$ cat src/mau_pkg.sv
// Package for the modular arithmetic unit: request and response types,
// operation codes and the reset value of the modulus register. No dependencies.
`timescale 1ns / 1ps
`default_nettype none
package mau_pkg;

    localparam int unsigned ResW = 30;
    localparam int unsigned WideW = 64;
    localparam logic [ResW-1:0] MODULUS_RESET_VAL = 30'd1000000007;

    typedef enum logic [2:0] {
        OP_ADD = 3'd0,
        OP_SUB = 3'd1,
        OP_MUL = 3'd2,
        OP_DIV = 3'd3,
        OP_POW = 3'd4,
        OP_NEG = 3'd5,
        OP_RED = 3'd6,
        OP_INV = 3'd7
    } t_op;

    typedef struct packed {
        logic [2:0]       req_type;
        logic [ResW-1:0]  operand_a;
        logic [ResW-1:0]  operand_b;
        logic signed [WideW-1:0] wide_value;
    } t_req;

    typedef struct packed {
        logic [ResW-1:0] result;
        logic            equal;
    } t_rsp;

endpackage
`default_nettype wire

$ cat src/modular_arithmetic_unit_top.sv
// Modular arithmetic unit: one restoring divider and one 32x32 multiplier
// shared under a one-hot sequencer. Depends on mau_pkg.
// Start to result strobe: both operands are reduced, then mul adds a multiply and a
// 64-step divider run, reduce a 64-step run, pow a multiply and run for each squaring
// and set exponent bit, div/inverse a divider run per Euclid step. A modulus below two
// strobes next cycle; else busy stays high, one request at a time, until the strobe.
// Reset clears the sequencer and loads the modulus reset value; results cannot stall.
`timescale 1ns / 1ps
`default_nettype none
module modular_arithmetic_unit_top
    import mau_pkg::*;
#(
    parameter logic [29:0] MODULUS_RESET = MODULUS_RESET_VAL
) (
    input  wire logic        i_clk,
    input  wire logic        i_rst_n,
    input  wire logic        start,
    output logic             busy,
    input  wire t_req        i_req,
    input  wire logic        i_cfg_we,
    input  wire logic [29:0] i_cfg_wdata,
    output logic             o_strobe,
    output t_rsp             o_rsp
);

    typedef enum logic [15:0] {
        S_IDLE    = 16'h0001,
        S_DIV     = 16'h0002,
        S_RED_B   = 16'h0004,
        S_EXEC    = 16'h0008,
        S_MUL     = 16'h0010,
        S_FIN_REM = 16'h0020,
        S_NEG_REM = 16'h0040,
        S_POW     = 16'h0080,
        S_POW_R   = 16'h0100,
        S_POW_T   = 16'h0200,
        S_EUC     = 16'h0400,
        S_EUC_Q   = 16'h0800,
        S_EUC_U   = 16'h1000,
        S_INV_FIX = 16'h2000,
        S_DIV2    = 16'h4000,
        S_DONE    = 16'h8000
    } t_state;

    t_state r_state, n_state, r_ret, n_ret, r_mret, n_mret, r_iret, n_iret;
    logic [2:0]  r_op, n_op;
    logic [29:0] r_a, n_a, r_b, n_b, r_m, r_x, n_x, r_y, n_y;
    logic [29:0] r_pr, n_pr, r_pt, n_pt, r_ea, n_ea, r_eb, n_eb;
    logic [29:0] r_inv, n_inv, r_res, n_res, r_rem, n_rem, r_dvs, n_dvs;
    logic [63:0] r_w, n_w, r_e, n_e, r_dv, n_dv;
    logic signed [31:0] r_u, n_u, r_v, n_v;
    logic [31:0] r_tv, n_tv;
    logic        r_eq, n_eq;
    logic [6:0]  r_cnt, n_cnt;
    logic        r_ovld, n_ovld;
    t_rsp        r_out, n_out;

    logic [31:0] mul_x, mul_y;
    logic [63:0] mul_p;
    logic [30:0] rem2;
    logic        ge;
    logic [31:0] umag;
    logic [29:0] fixm;
    logic [63:0] wneg;

    assign mul_p = mul_x * mul_y;
    assign rem2  = {r_rem, r_dv[63]};
    assign ge    = rem2 >= {1'b0, r_dvs};
    assign wneg  = ~r_w + 64'd1;
    assign umag  = (r_u < 0) ? -r_u : r_u;
    assign fixm  = (umag >= {2'b0, r_m}) ? 30'(umag - {2'b0, r_m}) : umag[29:0];

    always_comb begin
        n_state = r_state; n_ret = r_ret; n_mret = r_mret; n_iret = r_iret;
        n_op = r_op; n_a = r_a; n_b = r_b; n_w = r_w; n_x = r_x; n_y = r_y;
        n_pr = r_pr; n_pt = r_pt; n_e = r_e; n_ea = r_ea; n_eb = r_eb;
        n_u = r_u; n_v = r_v; n_tv = r_tv; n_inv = r_inv; n_res = r_res;
        n_eq = r_eq; n_dv = r_dv; n_rem = r_rem; n_dvs = r_dvs; n_cnt = r_cnt;
        n_ovld = 1'b0; n_out = r_out;
        mul_x = {2'b0, r_x};
        mul_y = {2'b0, r_y};
        unique case (r_state)
            S_IDLE: begin
                if (start) begin
                    n_op = i_req.req_type;
                    n_w  = i_req.wide_value;
                    n_b  = i_req.operand_b;
                    if (r_m < 30'd2) begin
                        n_ovld = 1'b1;
                        n_out.result = '0;
                        n_out.equal  = 1'b1;
                    end else begin
                        n_dv = {i_req.operand_a, 34'd0}; n_cnt = 7'd30;
                        n_rem = '0; n_dvs = r_m; n_ret = S_RED_B; n_state = S_DIV;
                    end
                end
            end
            S_DIV: begin
                n_rem = ge ? 30'(rem2 - {1'b0, r_dvs}) : rem2[29:0];
                n_dv  = {r_dv[62:0], ge};
                n_cnt = r_cnt - 7'd1;
                if (r_cnt == 7'd1) n_state = r_ret;
            end
            S_RED_B: begin
                n_a = r_rem;
                n_dv = {r_b, 34'd0}; n_cnt = 7'd30; n_rem = '0; n_dvs = r_m;
                n_ret = S_EXEC; n_state = S_DIV;
            end
            S_EXEC: begin
                n_b  = r_rem;
                n_eq = (r_a == r_rem);
                n_state = S_DONE;
                unique case (t_op'(r_op))
                    OP_ADD: n_res = ({1'b0, r_a} + {1'b0, r_rem} >= {1'b0, r_m}) ?
                                    30'(r_a + r_rem - r_m) : 30'(r_a + r_rem);
                    OP_SUB: n_res = (r_a >= r_rem) ? 30'(r_a - r_rem) :
                                    30'(r_a + r_m - r_rem);
                    OP_NEG: n_res = (r_a == '0) ? '0 : 30'(r_m - r_a);
                    OP_MUL: begin
                        n_x = r_a; n_y = r_rem; n_mret = S_FIN_REM; n_state = S_MUL;
                    end
                    OP_DIV: begin
                        n_ea = r_rem; n_eb = r_m; n_u = 32'sd1; n_v = 32'sd0;
                        n_iret = S_DIV2; n_state = S_EUC;
                    end
                    OP_INV: begin
                        n_ea = r_a; n_eb = r_m; n_u = 32'sd1; n_v = 32'sd0;
                        n_iret = S_DONE; n_state = S_EUC;
                    end
                    OP_POW: begin
                        if (r_a == '0) n_res = '0;
                        else if (r_w[63] || r_w == '0) n_res = 30'd1;
                        else begin
                            n_pr = 30'd1; n_pt = r_a; n_e = r_w; n_state = S_POW;
                        end
                    end
                    OP_RED: begin
                        n_rem = '0; n_dvs = r_m; n_cnt = 7'd64; n_state = S_DIV;
                        n_dv  = r_w[63] ? wneg : r_w;
                        n_ret = r_w[63] ? S_NEG_REM : S_FIN_REM;
                    end
                    default: n_state = S_DONE;
                endcase
            end
            S_MUL: begin
                n_dv = mul_p; n_cnt = 7'd64; n_rem = '0; n_dvs = r_m;
                n_ret = r_mret; n_state = S_DIV;
            end
            S_FIN_REM: begin
                n_res = r_rem; n_state = S_DONE;
            end
            S_NEG_REM: begin
                n_res = (r_rem == '0) ? '0 : 30'(r_m - r_rem); n_state = S_DONE;
            end
            S_POW: begin
                if (r_e == '0) begin
                    n_res = r_pr; n_state = S_DONE;
                end else if (r_e[0]) begin
                    n_x = r_pr; n_y = r_pt; n_mret = S_POW_R; n_state = S_MUL;
                end else begin
                    n_x = r_pt; n_y = r_pt; n_mret = S_POW_T; n_state = S_MUL;
                end
            end
            S_POW_R: begin
                n_pr = r_rem; n_x = r_pt; n_y = r_pt; n_mret = S_POW_T; n_state = S_MUL;
            end
            S_POW_T: begin
                n_pt = r_rem; n_e = {1'b0, r_e[63:1]}; n_state = S_POW;
            end
            S_EUC: begin
                if (r_eb == '0) n_state = S_INV_FIX;
                else begin
                    n_dv = {r_ea, 34'd0}; n_cnt = 7'd30; n_rem = '0; n_dvs = r_eb;
                    n_ret = S_EUC_Q; n_state = S_DIV;
                end
            end
            S_EUC_Q: begin
                mul_x = {2'b0, r_dv[29:0]};
                mul_y = r_v;
                n_tv = mul_p[31:0];
                n_ea = r_eb; n_eb = r_rem; n_state = S_EUC_U;
            end
            S_EUC_U: begin
                n_u = r_v; n_v = r_u - $signed(r_tv); n_state = S_EUC;
            end
            S_INV_FIX: begin
                if (r_u < 0) n_inv = (fixm == '0) ? '0 : 30'(r_m - fixm);
                else         n_inv = fixm;
                n_res = n_inv;
                n_state = r_iret;
            end
            S_DIV2: begin
                n_x = r_a; n_y = r_inv; n_mret = S_FIN_REM; n_state = S_MUL;
            end
            S_DONE: begin
                n_ovld = 1'b1; n_out.result = r_res; n_out.equal = r_eq;
                n_state = S_IDLE;
            end
            default: n_state = S_IDLE;
        endcase
    end

    always_ff @(posedge i_clk) begin
        if (!i_rst_n) begin
            r_state <= S_IDLE;
            r_ovld  <= 1'b0;
            r_m     <= MODULUS_RESET;
        end else begin
            r_state <= n_state;
            r_ovld  <= n_ovld;
            if (i_cfg_we) r_m <= i_cfg_wdata;
        end
        r_ret <= n_ret; r_mret <= n_mret; r_iret <= n_iret;
        r_op <= n_op; r_a <= n_a; r_b <= n_b; r_w <= n_w; r_x <= n_x; r_y <= n_y;
        r_pr <= n_pr; r_pt <= n_pt; r_e <= n_e; r_ea <= n_ea; r_eb <= n_eb;
        r_u <= n_u; r_v <= n_v; r_tv <= n_tv; r_inv <= n_inv; r_res <= n_res;
        r_eq <= n_eq; r_dv <= n_dv; r_rem <= n_rem; r_dvs <= n_dvs; r_cnt <= n_cnt;
        r_out <= n_out;
    end

    assign busy     = (r_state != S_IDLE);
    assign o_strobe = r_ovld;
    assign o_rsp    = r_out;

    a_busy_after_start: assert property (@(posedge i_clk) disable iff (!i_rst_n)
        (start && !busy && r_m >= 30'd2) |=> busy)
        else $error("request accepted without going busy");
    a_div_count: assert property (@(posedge i_clk) disable iff (!i_rst_n)
        (r_state == S_DIV) |-> (r_cnt != 7'd0))
        else $error("divider running with zero step count");
    a_strobe_source: assert property (@(posedge i_clk) disable iff (!i_rst_n)
        o_strobe |-> $past(busy || start))
        else $error("result strobe without a request");

endmodule
`default_nettype wire
$ cat config.mk
export PLATFORM = sky130hd
export DESIGN_NAME = modular_arithmetic_unit_top
export DESIGN_NICKNAME = d
export VERILOG_FILES = /design/src/mau_pkg.sv /design/src/modular_arithmetic_unit_top.sv
export SDC_FILE = /design/constraint.sdc
export NUM_CORES = 2
export LEC_CHECK = 0
export BUFFER_PORTS_ARGS = -buffer_cell sky130_fd_sc_hd__buf_2
export CELL_PAD_IN_SITES_DETAIL_PLACEMENT = 1
export CELL_PAD_IN_SITES_GLOBAL_PLACEMENT = 2
export CORE_MARGIN = 2
export CORE_UTILIZATION = 43
export CTS_BUF_LIST = sky130_fd_sc_hd__clkbuf_4
export DETAILED_ROUTE_END_ITERATION = 7
export HOLD_SLACK_MARGIN = 0.15
export PLACE_DENSITY = 0.95
export SYNTH_ARGS = -nofsm -noshare
export SYNTH_HDL_FRONTEND = slang
export SYNTH_SLANG_ARGS = --single-unit
$ cat constraint.sdc
create_clock -name i_clk -period 13.6 [get_ports i_clk]
set_input_delay 1.36 -clock i_clk [delete_from_list [all_inputs] [get_ports i_clk]]
set_output_delay 1.36 -clock i_clk [all_outputs]
set_load 0.02 [all_outputs]
== Word-level counts from Yosys, hierarchy flattened ==
Cells that the tools add are included.
Word-level totals
  register bits after elaboration: 785
  bits in latches: 0
  bits in writable memories: 0
  bits in read-only memories: 0
  input bits: 161
  output and inout port bits: 33
  logic and storage cells: 227
  memories kept: 0
Cells by class
  add/sub/neg operators: 15
  multipliers: 1
  divide/modulo/power cells: 0
  magnitude comparators: 6
  eq/ne operators: 42
  shift operators: 0
  muxes and demuxes: 92
  bitwise gates (word level): 1
  reductions and logical operators: 41
Operators with widths (number)
  2-to-1 mux 30 bit: 33
  2-to-1 mux 64 bit: 8
  case mux 30 bit (4 select lines): 4
  case mux 64 bit (6 select lines): 1
  case mux 30 bit (2 select lines): 6
  case mux 30 bit (5 select lines): 2
  subtractor 30 bit: 8
  2-to-1 mux 16 bit: 12
  case mux 16 bit (12 select lines): 1
  zero test 64 bit: 2
  2-to-1 mux 32 bit: 4
  case mux 16 bit (4 select lines): 2
  case mux 32 bit (2 select lines): 2
  case mux 64 bit (2 select lines): 1
  zero test 30 bit: 4
  case mux 16 bit (5 select lines): 1
  adder 64 x 1 -> 64 bit (second input constant): 1
  multiplier 32 x 32 -> 64 bit: 1
  NOT 64 bit: 1
  >= comparator 31 x 30 -> 1 bit: 2
  2-to-1 mux 31 bit: 2
  case mux 31 bit (2 select lines): 1
  adder 30 bit: 2
  case mux 7 bit (6 select lines): 1
  other kinds (52): 96

== Depth between registers and ports, before layout ==
  depth in word-level cells: 8
  depth in mapped cells: 41
  depth with buffers taken out: 36

== Worst setup path before layout ==
OpenSTA, ideal clock, no wires.
  kind: flip-flop to flip-flop
  start point: reg r_state[6]
  end point: reg r_dv[63], data pin
  setup time: 0.262 ns
  data arrival time: 10.426 ns
  data required time: 13.338 ns
  setup slack: 2.912 ns
  cell stages (with the launch flop): 39
  buffers on the path: 4
  clock period less this slack: 10.688 ns
  cell sequence: dfxtp_1 nor4_1 and2_1 nand3_1 or3_1 nor3b_1 buf_1 buf_1 buf_1 mux2i_1 clkbuf_1 nor2_1 fa_1 fa_1 fa_1 inv_1 fa_1 inv_1 [... 3 more ...] inv_1 fa_1 inv_1 fa_1 inv_1 ha_1 nand2_1 nor2_1 nand3_1 a2111o_1 a21oi_1 nor2_1 o41ai_1 o21ai_0 o31a_1 o31ai_1 mux2i_1 a21oi_1
On the way
  longest elaborated chain between the ends: 4
  elaborated cells between the ends (all ways): 11
  classes of those cells: 1 x mul; 7 x eq/ne; 3 x mux
Ends and longest elaborated chain
  from (decl): line modular_arithmetic_unit_top.sv:45  | t_state r_state, n_state, r_ret, n_ret, r_mret, n_mret, r_iret, n_iret;
  from (signal assigned): line modular_arithmetic_unit_top.sv:209  | r_state <= n_state;
  equality test 16 x 12 -> 1 bit: line modular_arithmetic_unit_top.sv:82  | unique case (r_state)
  2-to-1 mux 30 bit / 2-to-1 mux 32 bit (equally long branches): line modular_arithmetic_unit_top.sv:82
  multiplier 32 x 32 -> 64 bit: line modular_arithmetic_unit_top.sv:66  | assign mul_p = mul_x * mul_y;
  case mux 64 bit (6 select lines) *: line modular_arithmetic_unit_top.sv:82
  via n_dv[63]: line modular_arithmetic_unit_top.sv:50  | logic [63:0] r_w, n_w, r_e, n_e, r_dv, n_dv;
  to (signal assigned): line modular_arithmetic_unit_top.sv:217  | r_eq <= n_eq; r_dv <= n_dv; r_rem <= n_rem; r_dvs <= n_dvs; r_cnt <= n_cnt;
  to (decl): line modular_arithmetic_unit_top.sv:50
The timed path passes the listed nets; every way through them passes the cells marked *.
A chain may end at the register's enable or synchronous reset.

== Worst setup path after layout ==
  start point: reg r_state[2]
  end point: reg r_dv[47], data pin
Same word-level chain as after synthesis.

==> metrics.txt <==
simple-gate share of the synthesized area 15.01%; Fin Clk Skew 0.1507 ns; GRT overflow 0; Final Core Density 47.45%; Crit Path Category flip-flop to flip-flop; Nets 10720; port bufs 193; cell area after synthesis 81660 um^2; Worst-path clk slew 0.09 ns; CP Data Arrival Time 13.37 ns; Post-synth EDFFs 702; H-tree depth 4; clk buf depth 3; vias per std cell 6.186; Yosys warnings 0; Max-slew headroom 1.155%; Peak VDD IR 0.08930 mV; Fin. Hold Viols 0; drt total wl 390900 um; Leak 39.58 nW; complex-gate fraction of the synthesized area 13.69%; clk_lat worst skew 1.35 ns; count of pins over their slew limit 0; setup TNS 0 ns; max-cap violations 1; gr usage total 40.14%; synth cell count leaders inv_1 (1185), nand2_1 (1030), nor2_1 (957), fa_1 (876), edfxtp_1 (702); Non-Filler Instances 11810; post-synth top area share 25.82%; CTS tree yes; FFs w/ async S/R, synth 0%; largest net degree at the start of global routing 78; violated checks design-rule violations, max-capacitance violations; RR Endpoint r_dv[47]; CTS buffer count 207; cell total after placement 11390; fmax 80.63 MHz; Crit. End Element flip-flop; most numerous cell in the Yosys netlist inv_1; largest family of logic cells by synthesized area adder cells; Core Region 188200 um^2; Final min period 12.40 ns; layout cell share with drive strength beyond 1 10.20%; Netlist cell types 91; vias post-DR 73040; Synth Area in XOR/XNOR 4.162%; final RePlAce weighted congestion 1.080; Layout area overhead 9.353%; PwrDens 95.80 nW/um^2; slowest CP cell mux2i_4; part of the cycle the worst path needs 91.20%; RSZ-0062 raised after global routing false; FF-to-FF setup slack 1.20 ns; Final Total Pwr 0.008554 W; I/O pin cnt 194; Post-Syn Nets 10460; Synth area leader edfxtp_1; post-synthesis sequential element count 749; Reg2Reg Launch Point r_state[2]; Mapped Avg Cell Area 9.213 um^2; HP Class primary input to flip-flop; die area 193400 um^2; remaining antenna violation count after routing 0; Initial DRC Count 8009; largest cells by area after synthesis edfxtp_1 (26%), fa_1 (21%), ha_1 (8.6%); setup violators final 0; Req. time, crit path 14.57 ns; dpl hpwl 312700 um; CTS root buffer clkbuf_4; Tightest Pin Transition 1.472 ns; DRT Pass-1 Iters 8; Hold Path Sink r_w[35]; vias in the first global route 76140; die height 439.8 um; worst hold slack 0.2123 ns; Worst path most repeated cell fa_1; initial antenna violation count 35; first-pass GRT wire length 552400 um; row count 159; Syn Inst Count 8863; Remaining DRCs 18; ys flop type edfxtp_1; FF-to-FF path depth 34; post-synthesis mux area share 2.778%; Avg WL per Cell 33.11 um; CTS sink count 749; min-delay src i_req[35]; Synth Area in Adders 30.07%; startpoint class of the critical path flip-flop; Chip Width 439.8 um; initial cell density of the core 43.39%; outcome complete, but fails checks; filler cell count 21850; CP max stage delay 0.95 ns; post-synthesis sequential area ratio 26.97%; WHS Path Cells 1; CP Max Fanout 52
-- power by group --
group | internal (W) | switching [W]
combinational | 0.00112 | 0.00229
sequential | 0.00274 | 0.000165
clock | 0.00108 | 0.00115
-- registers in the layout, indices dropped and copies added (netlist names), 31 cells and up --
register,cells
r_v,32
r_w,64
r_e,64
o_rsp,31
r_u,32
r_tv,32
r_dv,64
-- cells in the final DEF, fill, tap and decap left out, drive strengths merged, types with 45 or more instances in the layout --
cell type     n
nor2        957
nor2b        66
nand4        64
nand3        83
mux2         77
and3         61
dfxtp        47
o211ai       52
nor4         73
nand2b       65
a21oi       484
and2        135
nand2      1030
fa          876
a221oi       45
o21bai       61
xnor2       216
clkinv       68
edfxtp      702
o21a         54
ha          561
mux2i       140
inv        1193
o31ai        52
o21ai       415
a22oi        50
buf         427
a211oi       58
a21o        145
clkbuf      298
nor3         91
xor2        172
-- through the flow --
step | instance area, um^2 | worst slack, ns
final | 89290 | 1.197
after floorplan | 81660 | 2.912
after detailed placement | 86300 | 1.417
after global routing | 89250 | 0.6702
after global placement | 86300 | 1.590
after CTS | 89230 | 1.425
-- final cells by class --
cell class | instances | area (um^2) | area share [%]
clock inverters | 79 | 505.5 | 0.5661
flip-flops and latches | 749 | 22020 | 24.66
repair buffers | 446 | 2925 | 3.276
clock buffers | 298 | 2237 | 2.505
well taps | 2495 | 3122 | 3.496
multi-input cells | 6529 | 53970 | 60.44
inverters | 1186 | 4452 | 4.985
diodes | 25 | 62.56 | 0.07006
-- worst max-delay path by stage --
stage	start	to	slack, ns	depth (start not counted)
floorplan	r_state[6]	r_dv[63]	2.91	38
global placement	r_state[6]	r_dv[47]	1.59	35
detailed placement	r_state[2]	r_dv[47]	1.42	34
CTS	r_state[2]	r_dv[63]	1.42	34
global route	r_state[2]	r_dv[63]	0.67	34
finish	r_state[2]	r_dv[47]	1.20	34
-- metal layers --
metal | part of all wire, % | GRT usage, % | vias up
met5 | 0.045 | 0 | -
met4 | 10 | 34.10 | 24
met3 | 8.8 | 8.495 | 1228
met2 | 44 | 62.01 | 4067
met1 | 36 | 47.86 | 37080
li1 | - | - | 30630
-- cells by family after synthesis --
logic type                 after synthesis
DFF                                    749
xor gates and xnor gates               388
and+or+nand+nor                       2757
buffers and inverters                 1585
AOI/OAI and AO/OA                     1730
muxes                                  217
adders and majority gates             1437
-- worst max-delay path, delay by kind of cell, from the launching register on --
kind / cells / cell delay, ns
mux: 2 / 1.10
compound gates: 10 / 3.31
buf+inv: 7 / 0.95
flops: 1 / 0.38
fa+ha+maj: 9 / 4.40
simple gates: 6 / 1.96
-- timing repair --
action / in CTS / in global routing
buffers inserted: 0 / 0
endpoints found under the hold margin: 19 / 0
hold buffers: 19 / 0
resized for setup: 0 / 0
No activity file was read; power rests on OpenSTA's default activity.
